`config.mk`:
```
export PLATFORM = sky130hd
export DESIGN_NAME = lsrb_front
export DESIGN_NICKNAME = d
export VERILOG_FILES = /design/src/rtl/line_scrollback_ring_buffer_unit_defines.svh /design/src/rtl/lsrb_pkg.sv /design/src/rtl/lsrb_front.sv
export SDC_FILE = /design/constraint.sdc
export NUM_CORES = 1
export LEC_CHECK = 0
export BUFFER_PORTS_ARGS = -buffer_cell sky130_fd_sc_hd__buf_2
export CAP_MARGIN = 20
export CORE_MARGIN = 5
export CORE_UTILIZATION = 57
export CTS_BUF_LIST = sky130_fd_sc_hd__clkbuf_4 sky130_fd_sc_hd__clkbuf_8
export CTS_CLUSTER_SIZE = 28
export DETAILED_ROUTE_END_ITERATION = 10
export PLACE_DENSITY = 0.87
export SLEW_MARGIN = 5
export SYNTH_ARGS = -nofsm -noshare
export SYNTH_HDL_FRONTEND = slang
export SYNTH_SLANG_ARGS = --single-unit
```
`constraint.sdc`:
```
create_clock -name i_clk -period 2.55 [get_ports i_clk]
set_clock_uncertainty 0.05 [all_clocks]
set_input_delay 0.3825 -clock i_clk [delete_from_list [all_inputs] [get_ports i_clk]]
set_output_delay 0.3825 -clock i_clk [all_outputs]
set_load 0.05 [all_outputs]
```
`src/rtl/line_scrollback_ring_buffer_unit_defines.svh`:
```
// assertion macros for the line scrollback ring buffer unit
// expects i_clk and i_rst_n in the scope of every use
`ifndef LINE_SCROLLBACK_RING_BUFFER_UNIT_DEFINES_SVH
`define LINE_SCROLLBACK_RING_BUFFER_UNIT_DEFINES_SVH
`ifndef SYNTHESIS
// check while out of reset
`define LSRB_ASSERT(label, prop, msg) \
    label: assert property (@(posedge i_clk) disable iff (!i_rst_n) prop) else $error(msg);
// check at every edge, reset included
`define LSRB_ASSERT_RST(label, prop, msg) \
    label: assert property (@(posedge i_clk) prop) else $error(msg);
`else
`define LSRB_ASSERT(label, prop, msg)
`define LSRB_ASSERT_RST(label, prop, msg)
`endif
`endif

```
`src/rtl/lsrb_pkg.sv`:
```
// shared types, codes and constants of the line scrollback ring buffer unit
// no dependencies
package lsrb_pkg;

    // default sizes
    localparam int CAPACITY_DEF  = 1024;
    localparam int MAX_LINES_DEF = 64;

    // command queue depth between front and back, a power of two
    localparam int QDEPTH = 2;

    // field widths
    localparam int MODE_W     = 2;
    localparam int LEN_W      = 11;
    localparam int CHAR_W     = 8;
    localparam int STATUS_W   = 2;
    localparam int OUT_POS_W  = 10;
    localparam int IN_TDATA_W  = 24;
    localparam int OUT_TDATA_W = 24;

    localparam logic [CHAR_W-1:0] NL_CHAR = 8'h0A;

    // item kinds
    localparam logic [MODE_W-1:0] OP_START = 2'd0;
    localparam logic [MODE_W-1:0] OP_CHAR  = 2'd1;
    localparam logic [MODE_W-1:0] OP_END   = 2'd2;
    localparam logic [MODE_W-1:0] OP_LIST  = 2'd3;

    // result status codes
    localparam logic [STATUS_W-1:0] ST_OK       = 2'd0;
    localparam logic [STATUS_W-1:0] ST_TOO_LONG = 2'd1;
    localparam logic [STATUS_W-1:0] ST_NO_ROOM  = 2'd2;
    localparam logic [STATUS_W-1:0] ST_IDX_ERR  = 2'd3;

    // classified command handed from front to back
    typedef struct packed {
        logic [MODE_W-1:0] op;
        logic              too_long;
        logic [LEN_W-1:0]  len;
        logic [CHAR_W-1:0] chr;
    } t_cmd;

endpackage

```
`src/rtl/lsrb_front.sv`:
```
// front end: accepts input words, classifies them and queues commands
// depends on lsrb_pkg
module lsrb_front #(
    parameter int CAPACITY = lsrb_pkg::CAPACITY_DEF
) (
    input  logic                            i_clk,
    input  logic                            i_rst_n,
    input  logic                            i_s_tvalid,
    output logic                            o_s_tready,
    input  logic [lsrb_pkg::IN_TDATA_W-1:0] i_s_tdata,  // line_length, char_byte, zero pad
    input  logic [lsrb_pkg::MODE_W-1:0]     i_s_tuser,  // mode
    output logic                            o_cmd_valid,
    output lsrb_pkg::t_cmd                  o_cmd,
    input  logic                            i_cmd_pop
);
    import lsrb_pkg::*;

    localparam int PW  = $clog2(CAPACITY);
    localparam int LW  = (PW + 1 > LEN_W) ? PW + 1 : LEN_W;
    localparam int QAW = (QDEPTH > 1) ? $clog2(QDEPTH) : 1;
    localparam int QCW = $clog2(QDEPTH + 1);

    t_cmd             r_q [QDEPTH];
    logic [QAW-1:0]   r_wr_ptr, n_wr_ptr;
    logic [QAW-1:0]   r_rd_ptr, n_rd_ptr;
    logic [QCW-1:0]   r_count, n_count;
    t_cmd             cmd_in;
    logic [LEN_W-1:0] len_in;
    logic             push;
    logic             pop;

    // classify the incoming word
    assign len_in          = i_s_tdata[LEN_W-1:0];
    assign cmd_in.op       = i_s_tuser;
    assign cmd_in.len      = len_in;
    assign cmd_in.chr      = i_s_tdata[LEN_W +: CHAR_W];
    assign cmd_in.too_long = LW'(len_in) > LW'(CAPACITY - 2);

    // queue handshake
    assign o_s_tready  = r_count != QCW'(QDEPTH);
    assign push        = i_s_tvalid && o_s_tready;
    assign pop         = i_cmd_pop && o_cmd_valid;
    assign o_cmd_valid = r_count != '0;
    assign o_cmd       = r_q[r_rd_ptr];

    // pointer and fill count update
    always_comb begin
        n_wr_ptr = push ? r_wr_ptr + 1'b1 : r_wr_ptr;
        n_rd_ptr = pop ? r_rd_ptr + 1'b1 : r_rd_ptr;
        n_count  = r_count;
        if (push && !pop) begin
            n_count = r_count + 1'b1;
        end else if (pop && !push) begin
            n_count = r_count - 1'b1;
        end
    end

    always_ff @(posedge i_clk) begin
        if (!i_rst_n) begin
            r_wr_ptr <= '0;
            r_rd_ptr <= '0;
            r_count  <= '0;
        end else begin
            r_wr_ptr <= n_wr_ptr;
            r_rd_ptr <= n_rd_ptr;
            r_count  <= n_count;
        end
    end

    // queue storage
    always_ff @(posedge i_clk) begin
        if (push) begin
            r_q[r_wr_ptr] <= cmd_in;
        end
    end

endmodule

```
Word level (Yosys, flattened, before mapping):

Memories as Yosys holds them, arrays and structs flattened. A register that Yosys moved wholly into a read port is not among the register bits.
Index checks and enable logic that the tools add are counted.

* register bits after elaboration: 4
* memory bits (writable): 44
* input port bits: 30
* output and inout bits: 24
* logic and storage cells: 24
* memories: 1

* add/sub/neg operators: 4
* $lt $le $gt $ge: 1
* equality and inequality tests: 1
* muxes and demuxes: 6
* reduce and logical (&&, ||, !) cells: 8

Memories
* r_q: depth 2, bits a word 22, rd ports 1, clocked after memory_dff 1, wr ports 1, RTL line lsrb_front.sv:23 `t_cmd r_q [QDEPTH];`

Operator list (number)
* $gt 11x10->1 const B: 1
* $logic_and 1x1->1: 4
* $mux 1: 4
* $mux 2: 2
* $reduce_bool 2->1: 2
* $add 1x1->1 const B: 2
* $add 2x1->2 const B: 1
* $logic_not 1->1: 2
* $ne 2x2->1 const B: 1
* $sub 2x1->2 const B: 1

Logic depth before layout (Yosys ltp):

Gate-level depths: netlist (run 1).

* depth after elaboration: 6
* mapped depth: 6

Worst setup path before layout (run 1):

Ideal clock, no wire load.

* kind: reg2reg
* start point: reg r_count[0]
* end point: mem r_q[1][0] (netlist bit) (enable)
* setup time: 0.381 ns
* data arrival time: 1.288 ns
* required time: 2.119 ns
* setup slack: 0.831 ns
* cell stages (with the launch flop): 3
* clock period less this slack: 1.719 ns
* cells stage by stage: dfxtp_1 nand2b_4 and3_1

* word-level cells in the longest chain between the ends: 4

Ends and longest elaborated chain
* from (decl): RTL line lsrb_front.sv:26 `logic [QCW-1:0] r_count, n_count;`
* from (signal assigned): RTL line lsrb_front.sv:66 `r_count <= n_count;`
* $ne 2x2->1: RTL line lsrb_front.sv:40 `assign o_s_tready = r_count != QCW'(QDEPTH);`
* via o_s_tready: RTL line lsrb_front.sv:9 `output logic o_s_tready,`
* $logic_and 1x1->1: RTL line lsrb_front.sv:41 `assign push = i_s_tvalid && o_s_tready;`
* $mux 1: RTL line lsrb_front.sv:72 `if (push) begin`
* $mux 1 (not written as such): RTL line lsrb_front.sv:73 `r_q[r_wr_ptr] <= cmd_in;`
* to (decl): RTL line lsrb_front.sv:23

The timed path passes the listed nets, and every way through them passes these cells.

==> results.json, run 1 <==
{
  "ys_types": 22,
  "worst-path-buf-inv": 2,
  "critical_path_class": "register to primary output",
  "yosys_warnings": 0,
  "critPathCaptureType": "primary output",
  "start_kind": "register",
  "port_buffers": 48,
  "drc": 0,
  "track_usage_pct": 14.7,
  "std_cell_rows": 20,
  "hold_path_class": "primary input to register",
  "critPathSlowestCell": "dfxtp_1",
  "hpwl_mm": 2.17,
  "critPathMaxFanout": 13,
  "drive_gt1_share_pct": 53.2,
  "ant_nets": 0,
  "maxSlewViolCount": 0,
  "maxSlewHeadroom_pct": 68.2,
  "rsz0062_at_grt": "no",
  "grt_pass1_wl_mm": 4.68,
  "antenna_found_initial": 0,
  "drt_first_pass_iters": 4,
  "cts-buffers-inserted": 5,
  "synth_top_cell_by_area": "edfxtp_1",
  "routedWlPerCell_um": 14.8,
  "cts_resized": 0,
  "chipHeight_um": 67.0,
  "vias": 1003,
  "finalCriticalPeriod_ns": 2.19,
  "synthCells": 97,
  "max_stage_delay_ns": 0.64,
  "fin_crit_sh_pct": 85.9,
  "syn_avg_cell_area_sq_um": 19.1,
  "cts_tree": "done",
  "ys_seq_area_share_pct": 76.9,
  "hold_viol": 0,
  "cap_violations": 0,
  "netlist.area_leader.share_pct": 71.4,
  "die_area_sq_um": 4480,
  "place.gp.congestion": 0.739,
  "place_area_sq_um": 2170,
  "post_cts_buffers": 0,
  "clk-insertion-delay-late_ns": 0.35,
  "areaGrowthSynthToFinish_pct": 20.0,
  "numClockSinks": 49,
  "start_util_pct": 60.1,
  "cts_root_buffer": "clkbuf_4",
  "powerDensity_nw_per_um2": 1060,
  "grt_max_degree": 15,
  "io_pins": 54,
  "grt-ovfl-total": 0,
  "vdd_drop_max_uv": 792,
  "clockBufferDepth": 2,
  "core_sq_um": 3080,
  "wl_mm": 2.92,
  "p_leak_uw": 0.000843,
  "crit_arrival_ns": 1.76,
  "outcome": "completed",
  "htree_levels": 2,
  "drt_iter0_drc": 25,
  "antennaDiodeCount": 0,
  "yosys_register_bits": 49,
  "nets": 184,
  "tightest_slew_ns": 0.476,
  "tns_ns": 0,
  "max_freq_mhz": 457,
  "grt_pass1_vias": 1045,
  "setup_viol": 0,
  "syn-cell-area_sq_um": 1850,
  "synthesis.nets": 128,
  "via_per_inst": 5.07,
  "synth_area_leaders": "edfxtp_1 (71%), mux2_2 (13%), dfxtp_1 (5.4%), and2_1 (1.4%), xnor2_1 (0.95%)",
  "required_ns": 2.12,
  "path_clk_slew_ns": 0.13,
  "crit_family": "flip-flops",
  "crit_chain": "buf_12, mux2_2, buf_2",
  "cts_hold_buf": 0,
  "postLayoutCellArea_sq_um": 2220,
  "die_x_um": 67.0
}
[state kept, by name, summed over array words and instances (netlist names), named ones only]
| signal | flops |
|---|---|
| r_q | 44 |
| r_count | 2 |
| r_rd_ptr | 1 |
| r_wr_ptr | 1 |
[synthesized netlist by cell type (all sizes together)]
| cell type | count |
|---|---|
| nand2 | 1 |
| o21ai | 2 |
| and2 | 4 |
| mux2 | 22 |
| and3 | 1 |
| dfxtp | 5 |
| o31ai | 1 |
| xnor2 | 2 |
| a21boi | 2 |
| a21bo | 1 |
| buf | 2 |
| ha | 1 |
| nand2b | 1 |
| nand3b | 1 |
| or2 | 1 |
| nand4 | 2 |
| xor2 | 1 |
| or3 | 1 |
| inv | 2 |
| edfxtp | 44 |
[path summary, 6_finish.rpt]
check	cells after the start	end	slack [ns]	start
hold / removal	1	r_q[1][3]	0.16	i_s_tdata[14]
setup / recovery	3	o_cmd[9]	0.36	register
setup reg to reg	3	r_q[1][11]	0.83	r_count[0]
hold reg to reg	2	r_count[1]	0.52	r_count[1]
[power breakdown]
group	switching (uW)	leakage, uW	total (uW)	internal (uW)
combinational	657	0.000361	967	310
clock	220	0.0000300	320	100
sequential	64.1	0.000452	1070	1010
[placed cells by master, fill, tap and decap left out]
cell type	count
a21boi_0	1
o31ai_1	1
o21ai_0	1
ha_1	1
clkinv_2	1
mux2_2	22
dfxtp_1	5
a21bo_2	1
xor2_1	1
nand3b_1	1
and3_1	1
nand2_1	1
or2_2	1
xnor2_1	2
inv_1	2
a21boi_1	1
o21ai_1	1
or3_1	1
buf_2	48
buf_12	1
buf_4	2
clkinv_1	2
nand2b_4	1
edfxtp_1	44
clkbuf_4	5
nand4_1	2
and2_1	4
[layout make-up]
type / count / area [sq um]
clock inverter: 3 / 12.5
tap: 44 / 55.1
multi-input combinational: 44 / 410
timing repair buffer: 51 / 275
sequential: 49 / 1420
fill: 203 / 858
inverter: 2 / 7.51
clock buffer: 5 / 37.5
[per-stage QoR]
step                      cells  util (%)  power, uW  setup WS, ns  hold WS, ns
after floorplan              97         -       1840         0.831        0.431
after global placement      190      70.5       2040         0.733        0.475
after detailed placement    190      70.5       2070         0.740        0.509
after CTS                   198      72.1       2380         0.327        0.140
after global routing        198      72.1       2470         0.249        0.132
final                       198      72.1       2360         0.361        0.157
[layer usage]
metal,part of all wire [%],global-route usage [%]
met5,0,0
met4,2.6,9.11
met3,6.6,4.22
met2,52,25.4
met1,39,15.6
[logic make-up after synthesis]
family | after synthesis | share of synthesized area, %
and+or+nand+nor | 12 | 4.40
DFF | 49 | 76.9
buffers and inverters | 4 | 0.947
muxes | 22 | 13.4
adders and majority gates | 1 | 0.676
AOI/OAI and AO/OA | 6 | 2.30
xor gates and xnor gates | 3 | 1.42
Power figures use the tool's default switching activity.
==> inputs of run 2 (changes only) <==
CORE_UTILIZATION = 30   (was 57)
CTS_BUF_LIST = default   (was sky130_fd_sc_hd__clkbuf_4 sky130_fd_sc_hd__clkbuf_8)
CTS_CLUSTER_SIZE = default   (was 28)
PLACE_DENSITY = default   (was 0.87)
==> run 2 against run 1 <==
  * Clock-buffer cell count is 1 higher
  * Wire length grew 11%
  * Register-to-register slack lost 0.02 ns
  * Combinational power is 2% higher
  * Utilization down 33 points
  * Non-clock buffer count is 2 higher
  * Cell area grew 4.6%
  * Critical endpoint is now o_cmd[18]
  * Largest power group unchanged
==> results.json, run 2 (synthesis gave the netlist of run 1 again) <==
{
  "critical_path_class": "register to primary output",
  "tns_ns": 0,
  "setup_viol": 0,
  "std_cell_rows": 28,
  "critPathSlowestCell": "mux2_2",
  "antenna_found_initial": 0,
  "maxSlewHeadroom_pct": 67.9,
  "numClockSinks": 49,
  "post-place-cells": 223,
  "fin_crit_sh_pct": 72.3,
  "maxSlewViolCount": 0,
  "start_kind": "register",
  "chipHeight_um": 88.5,
  "place.gp.congestion": 0.742,
  "nets": 186,
  "path_clk_slew_ns": 0.08,
  "areaGrowthSynthToFinish_pct": 25.6,
  "outcome": "completed",
  "post_cts_buffers": 0,
  "powerDensity_nw_per_um2": 1100,
  "port_buffers": 48,
  "cap_violations": 0,
  "htree_levels": 2,
  "drt_first_pass_iters": 4,
  "max_freq_mhz": 542,
  "hold-worst-slack_ns": 0.225,
  "max_stage_delay_ns": 0.36,
  "worst-path-buf-inv": 2,
  "routedWlPerCell_um": 14.0,
  "cts-buffers-inserted": 5,
  "use_met2_pct": 15.5,
  "track_usage_pct": 8.53,
  "final_cell_mix": "buf_2 (48), edfxtp_1 (44), mux2_2 (22)",
  "critPathMaxFanout": 12,
  "regMostFlops": "r_q",
  "use_met1_pct": 8.78,
  "core_sq_um": 5960,
  "cts_root_buffer": "clkbuf_8",
  "grt.busiest_layer": "met2",
  "start_util_pct": 31.1,
  "cts_tree": "done",
  "cts_resized": 0,
  "largest_register_ffs": 44,
  "die_area_sq_um": 7830,
  "fin_ws_ns": 0.706,
  "p_leak_uw": 0.000876,
  "grt_pass1_wl_mm": 4.96,
  "clockBufferDepth": 2,
  "ant_nets": 0,
  "tightest_slew_ns": 0.481,
  "vdd_drop_max_uv": 457,
  "hold_path_class": "primary input to register",
  "fill_cells": 582,
  "rsz0062_at_grt": "no",
  "vias": 1012,
  "grt_pass1_vias": 1124,
  "drt_iter0_drc": 20,
  "drive_gt1_share_pct": 54.5,
  "grt_max_degree": 16,
  "io_pins": 54,
  "critPathCaptureType": "primary output",
  "finalCriticalPeriod_ns": 1.84,
  "globalRouteMet3Util_pct": 2.79,
  "power_uw": 2560,
  "hpwl_mm": 2.48,
  "dp_slack_ns": 0.777,
  "required_ns": 2.12,
  "grt-ovfl-total": 0,
  "antennaDiodeCount": 0,
  "clk-insertion-delay-late_ns": 0.29,
  "wl_mm": 3.24,
  "final_common_cell": "buf_2",
  "hold_viol": 0,
  "drc": 0,
  "crit_family": "buffers and inverters",
  "cts_hold_buf": 0,
  "die_x_um": 88.5,
  "top_regs": "r_q: 44 flops, r_count: 2 flops",
  "fin_cells": 231,
  "crit_arrival_ns": 1.41,
  "via_per_inst": 4.38,
  "crit_chain": "buf_4, mux2_2, buf_2"
}
run 2: per-layer routing:
metal | up-vias | part of all wire (%)
li1 | 485 | -
met1 | 483 | 38
met2 | 37 | 53
met3 | 7 | 6.8
met4 | 0 | 2.4
met5 | - | 0
run 2: where the power goes:
part | switching (uW) | leakage (uW) | total, uW | internal, uW
Sequential | 44.6 | 0.000452 | 1050 | 1010
Clock | 234 | 0.0000554 | 528 | 294
Combinational | 678 | 0.000368 | 984 | 306
run 2: final timing paths:
path         slack (ns)          start    endpoint  cells after the start
max                0.71       register   o_cmd[18]                      3
min                0.22  i_s_tdata[14]   r_q[1][3]                      1
max reg2reg        0.81     r_count[0]  r_q[0][11]                      4
min reg2reg        0.54       r_wr_ptr    r_wr_ptr                      2
run 2: worst register-to-register path, cell delays in order (launching register included):
cell and delay [ns]:
dfxtp_1 0.43, nand2b_4 0.19, nand3b_1 0.11, inv_1 0.38, buf_4 0.29
run 2: stage by stage:
stage / util (%) / area (sq um)
after global placement: 37.1 / 2210
after global routing: 39.0 / 2320
after floorplan: - / 1850
final: 39.0 / 2320
after CTS: 39.0 / 2320
after detailed placement: 37.1 / 2210
run 2: layout make-up:
class                      count  area [sq um]  share of cell area, %
clock buffer                   6          72.6                   3.12
clock inverter                 2          38.8                   1.67
inverter                       2          7.51                  0.323
multi-input combinational     44           410                   17.7
sequential                    49          1420                   61.2
tap                           75          93.8                   4.04
timing repair buffer          53           278                   12.0
==> inputs of run 3 (changes only) <==
clock period = 1.7 ns   (was 2.55 ns; I/O delays follow)
==> run 3 against run 2 <==
  * Register-to-register slack got worse by 0.76 ns
  * Combinational power increased by 67%
  * Highest routed layer unchanged
  * Critical path type unchanged
  * Largest power group is now combinational logic
  * Worst hold slack got worse by 0.12 ns
  * Critical path depth stayed put
  * First-iteration DRC count up 130%
  * Final cell count is 0.43% higher
==> results.json, run 3 (synthesis gave the netlist of run 1 again) <==
{
  "outcome": "completed",
  "fin_cells": 232,
  "drt_iter0_drc": 45,
  "numClockSinks": 49,
  "maxSlewViolCount": 0,
  "finalCriticalPeriod_ns": 1.65,
  "areaGrowthSynthToFinish_pct": 28.8,
  "post-place-cells": 224,
  "r2r-end": "r_count[1]",
  "place_area_sq_um": 2220,
  "vdd_drop_max_uv": 818,
  "nets": 188,
  "routedWlPerCell_um": 15.4,
  "wl_mm": 3.58,
  "p_leak_uw": 0.000893,
  "final_cell_mix": "edfxtp_1 (44), buf_2 (29), mux2_2 (22), buf_4 (22), clkbuf_8 (5)",
  "critical_path_class": "register to primary output",
  "start_kind": "register",
  "r2r_setup_slack_ns": 0.05,
  "die_x_um": 88.5,
  "core_sq_um": 5960,
  "antenna_found_initial": 0,
  "die_area_sq_um": 7830,
  "final_common_cell": "edfxtp_1",
  "setup_viol": 0,
  "required_ns": 1.39,
  "cts_tree": "done",
  "place.gp.congestion": 0.710,
  "tightest_slew_ns": 0.338,
  "port_buffers": 48,
  "min_to": "r_q[0][20]",
  "htree_levels": 2,
  "top_regs": "r_q: 44 flops, r_count: 2 flops",
  "multi_input_area_sq_um": 412,
  "regMostFlops": "r_q",
  "crit_arrival_ns": 1.35,
  "track_usage_pct": 9.75,
  "fill_cells": 572,
  "powerDensity_nw_per_um2": 1620,
  "postLayoutCellArea_sq_um": 2380,
  "min_delay_path_depth": 1,
  "vias": 1024,
  "cts_hold_buf": 0,
  "hold_path_class": "primary input to register",
  "hold_path_startpoint": "i_s_tuser[0]",
  "grt_max_degree": 14,
  "hpwl_mm": 2.60,
  "drive_gt1_share_pct": 56.7,
  "antennaDiodeCount": 0,
  "hold_viol": 0,
  "critPathMaxFanout": 6,
  "cts-buffers-inserted": 5,
  "ant_nets": 0,
  "drc": 0,
  "io_pins": 54,
  "chipHeight_um": 88.5,
  "max_freq_mhz": 606,
  "largest_register_ffs": 44,
  "clk-insertion-delay-late_ns": 0.28,
  "r2r_cells": 5,
  "final_util_pct": 40.0,
  "drt_first_pass_iters": 4,
  "reg2reg_from": "r_count[0]",
  "clockBufferDepth": 2,
  "ff_latch_area_sq_um": 1430,
  "cap_violations": 0,
  "start_util_pct": 31.1,
  "std_cell_rows": 28,
  "grt-ovfl-total": 0,
  "cts_root_buffer": "clkbuf_8",
  "via_per_inst": 4.41,
  "critPathCaptureType": "primary output",
  "rsz0062_at_grt": "yes",
  "grt_pass1_vias": 1164,
  "path_clk_slew_ns": 0.08,
  "fin_crit_sh_pct": 97.1,
  "tns_ns": 0,
  "maxSlewHeadroom_pct": 77.3,
  "grt_pass1_wl_mm": 5.59
}
[run 3: cell type report]
type,instances,area share [%]
clock buffers,6,3.05
clock inverters,1,0.158
inverters,2,0.315
multi-input cells,44,17.3
flip-flops and latches,49,60.0
well taps,75,3.94
repair buffers,55,15.3
[run 3: worst max-delay path, stage by stage, from the launching register on]
cell	delay, ns
dfxtp_4	0.39
buf_6	0.14
mux2_2	0.33
buf_2	0.21
[run 3: through the flow]
step                hold WS (ns)  setup WS (ns)  power (uW)
floorplan                  0.304         0.0503        2760
global placement           0.394          0.150        3080
detailed placement         0.398         0.0357        3130
CTS                       0.0897       0.000681        3840
global route              0.0863       -0.00276        4050
finish                     0.101         0.0486        3850
[run 3: how the worst max path moves through the flow]
| stage | start | endpoint | slack [ns] | cells past startpoint |
|---|---|---|---|---|
| after floorplan | r_count[0] | r_count[1] | 0.05 | 5 |
| after global placement | r_count[0] | r_count[1] | 0.15 | 5 |
| after detailed placement | r_count[0] | r_count[1] | 0.04 | 5 |
| after CTS | register | o_cmd[0] | 0.0007 | 3 |
| after global routing | register | o_cmd[18] | -0.003 | 3 |
| final | register | o_cmd[18] | 0.05 | 3 |
[run 3: per-layer routing]
metal  vias up  routed length (um)  track usage (%)
met5         -                   0                0
met4         0                  44             4.12
met3         4                 194             2.89
met2        24                1990             18.0
met1       506                1350             10.2
li1        490                   -                -
[run 3: power breakdown]
part / internal, uW / switching, uW / total [uW]
registers: 1520 / 81.1 / 1600
clock network: 278 / 336 / 614
logic: 599 / 1040 / 1640
[run 3: repair_timing]
action | CTS | global route
setup endpoints to repair | 22 | 22
setup buffers | 0 | 0
hold endpoints to repair | 0 | 0
cloned | 1 | 0
resized for setup | 16 | 21
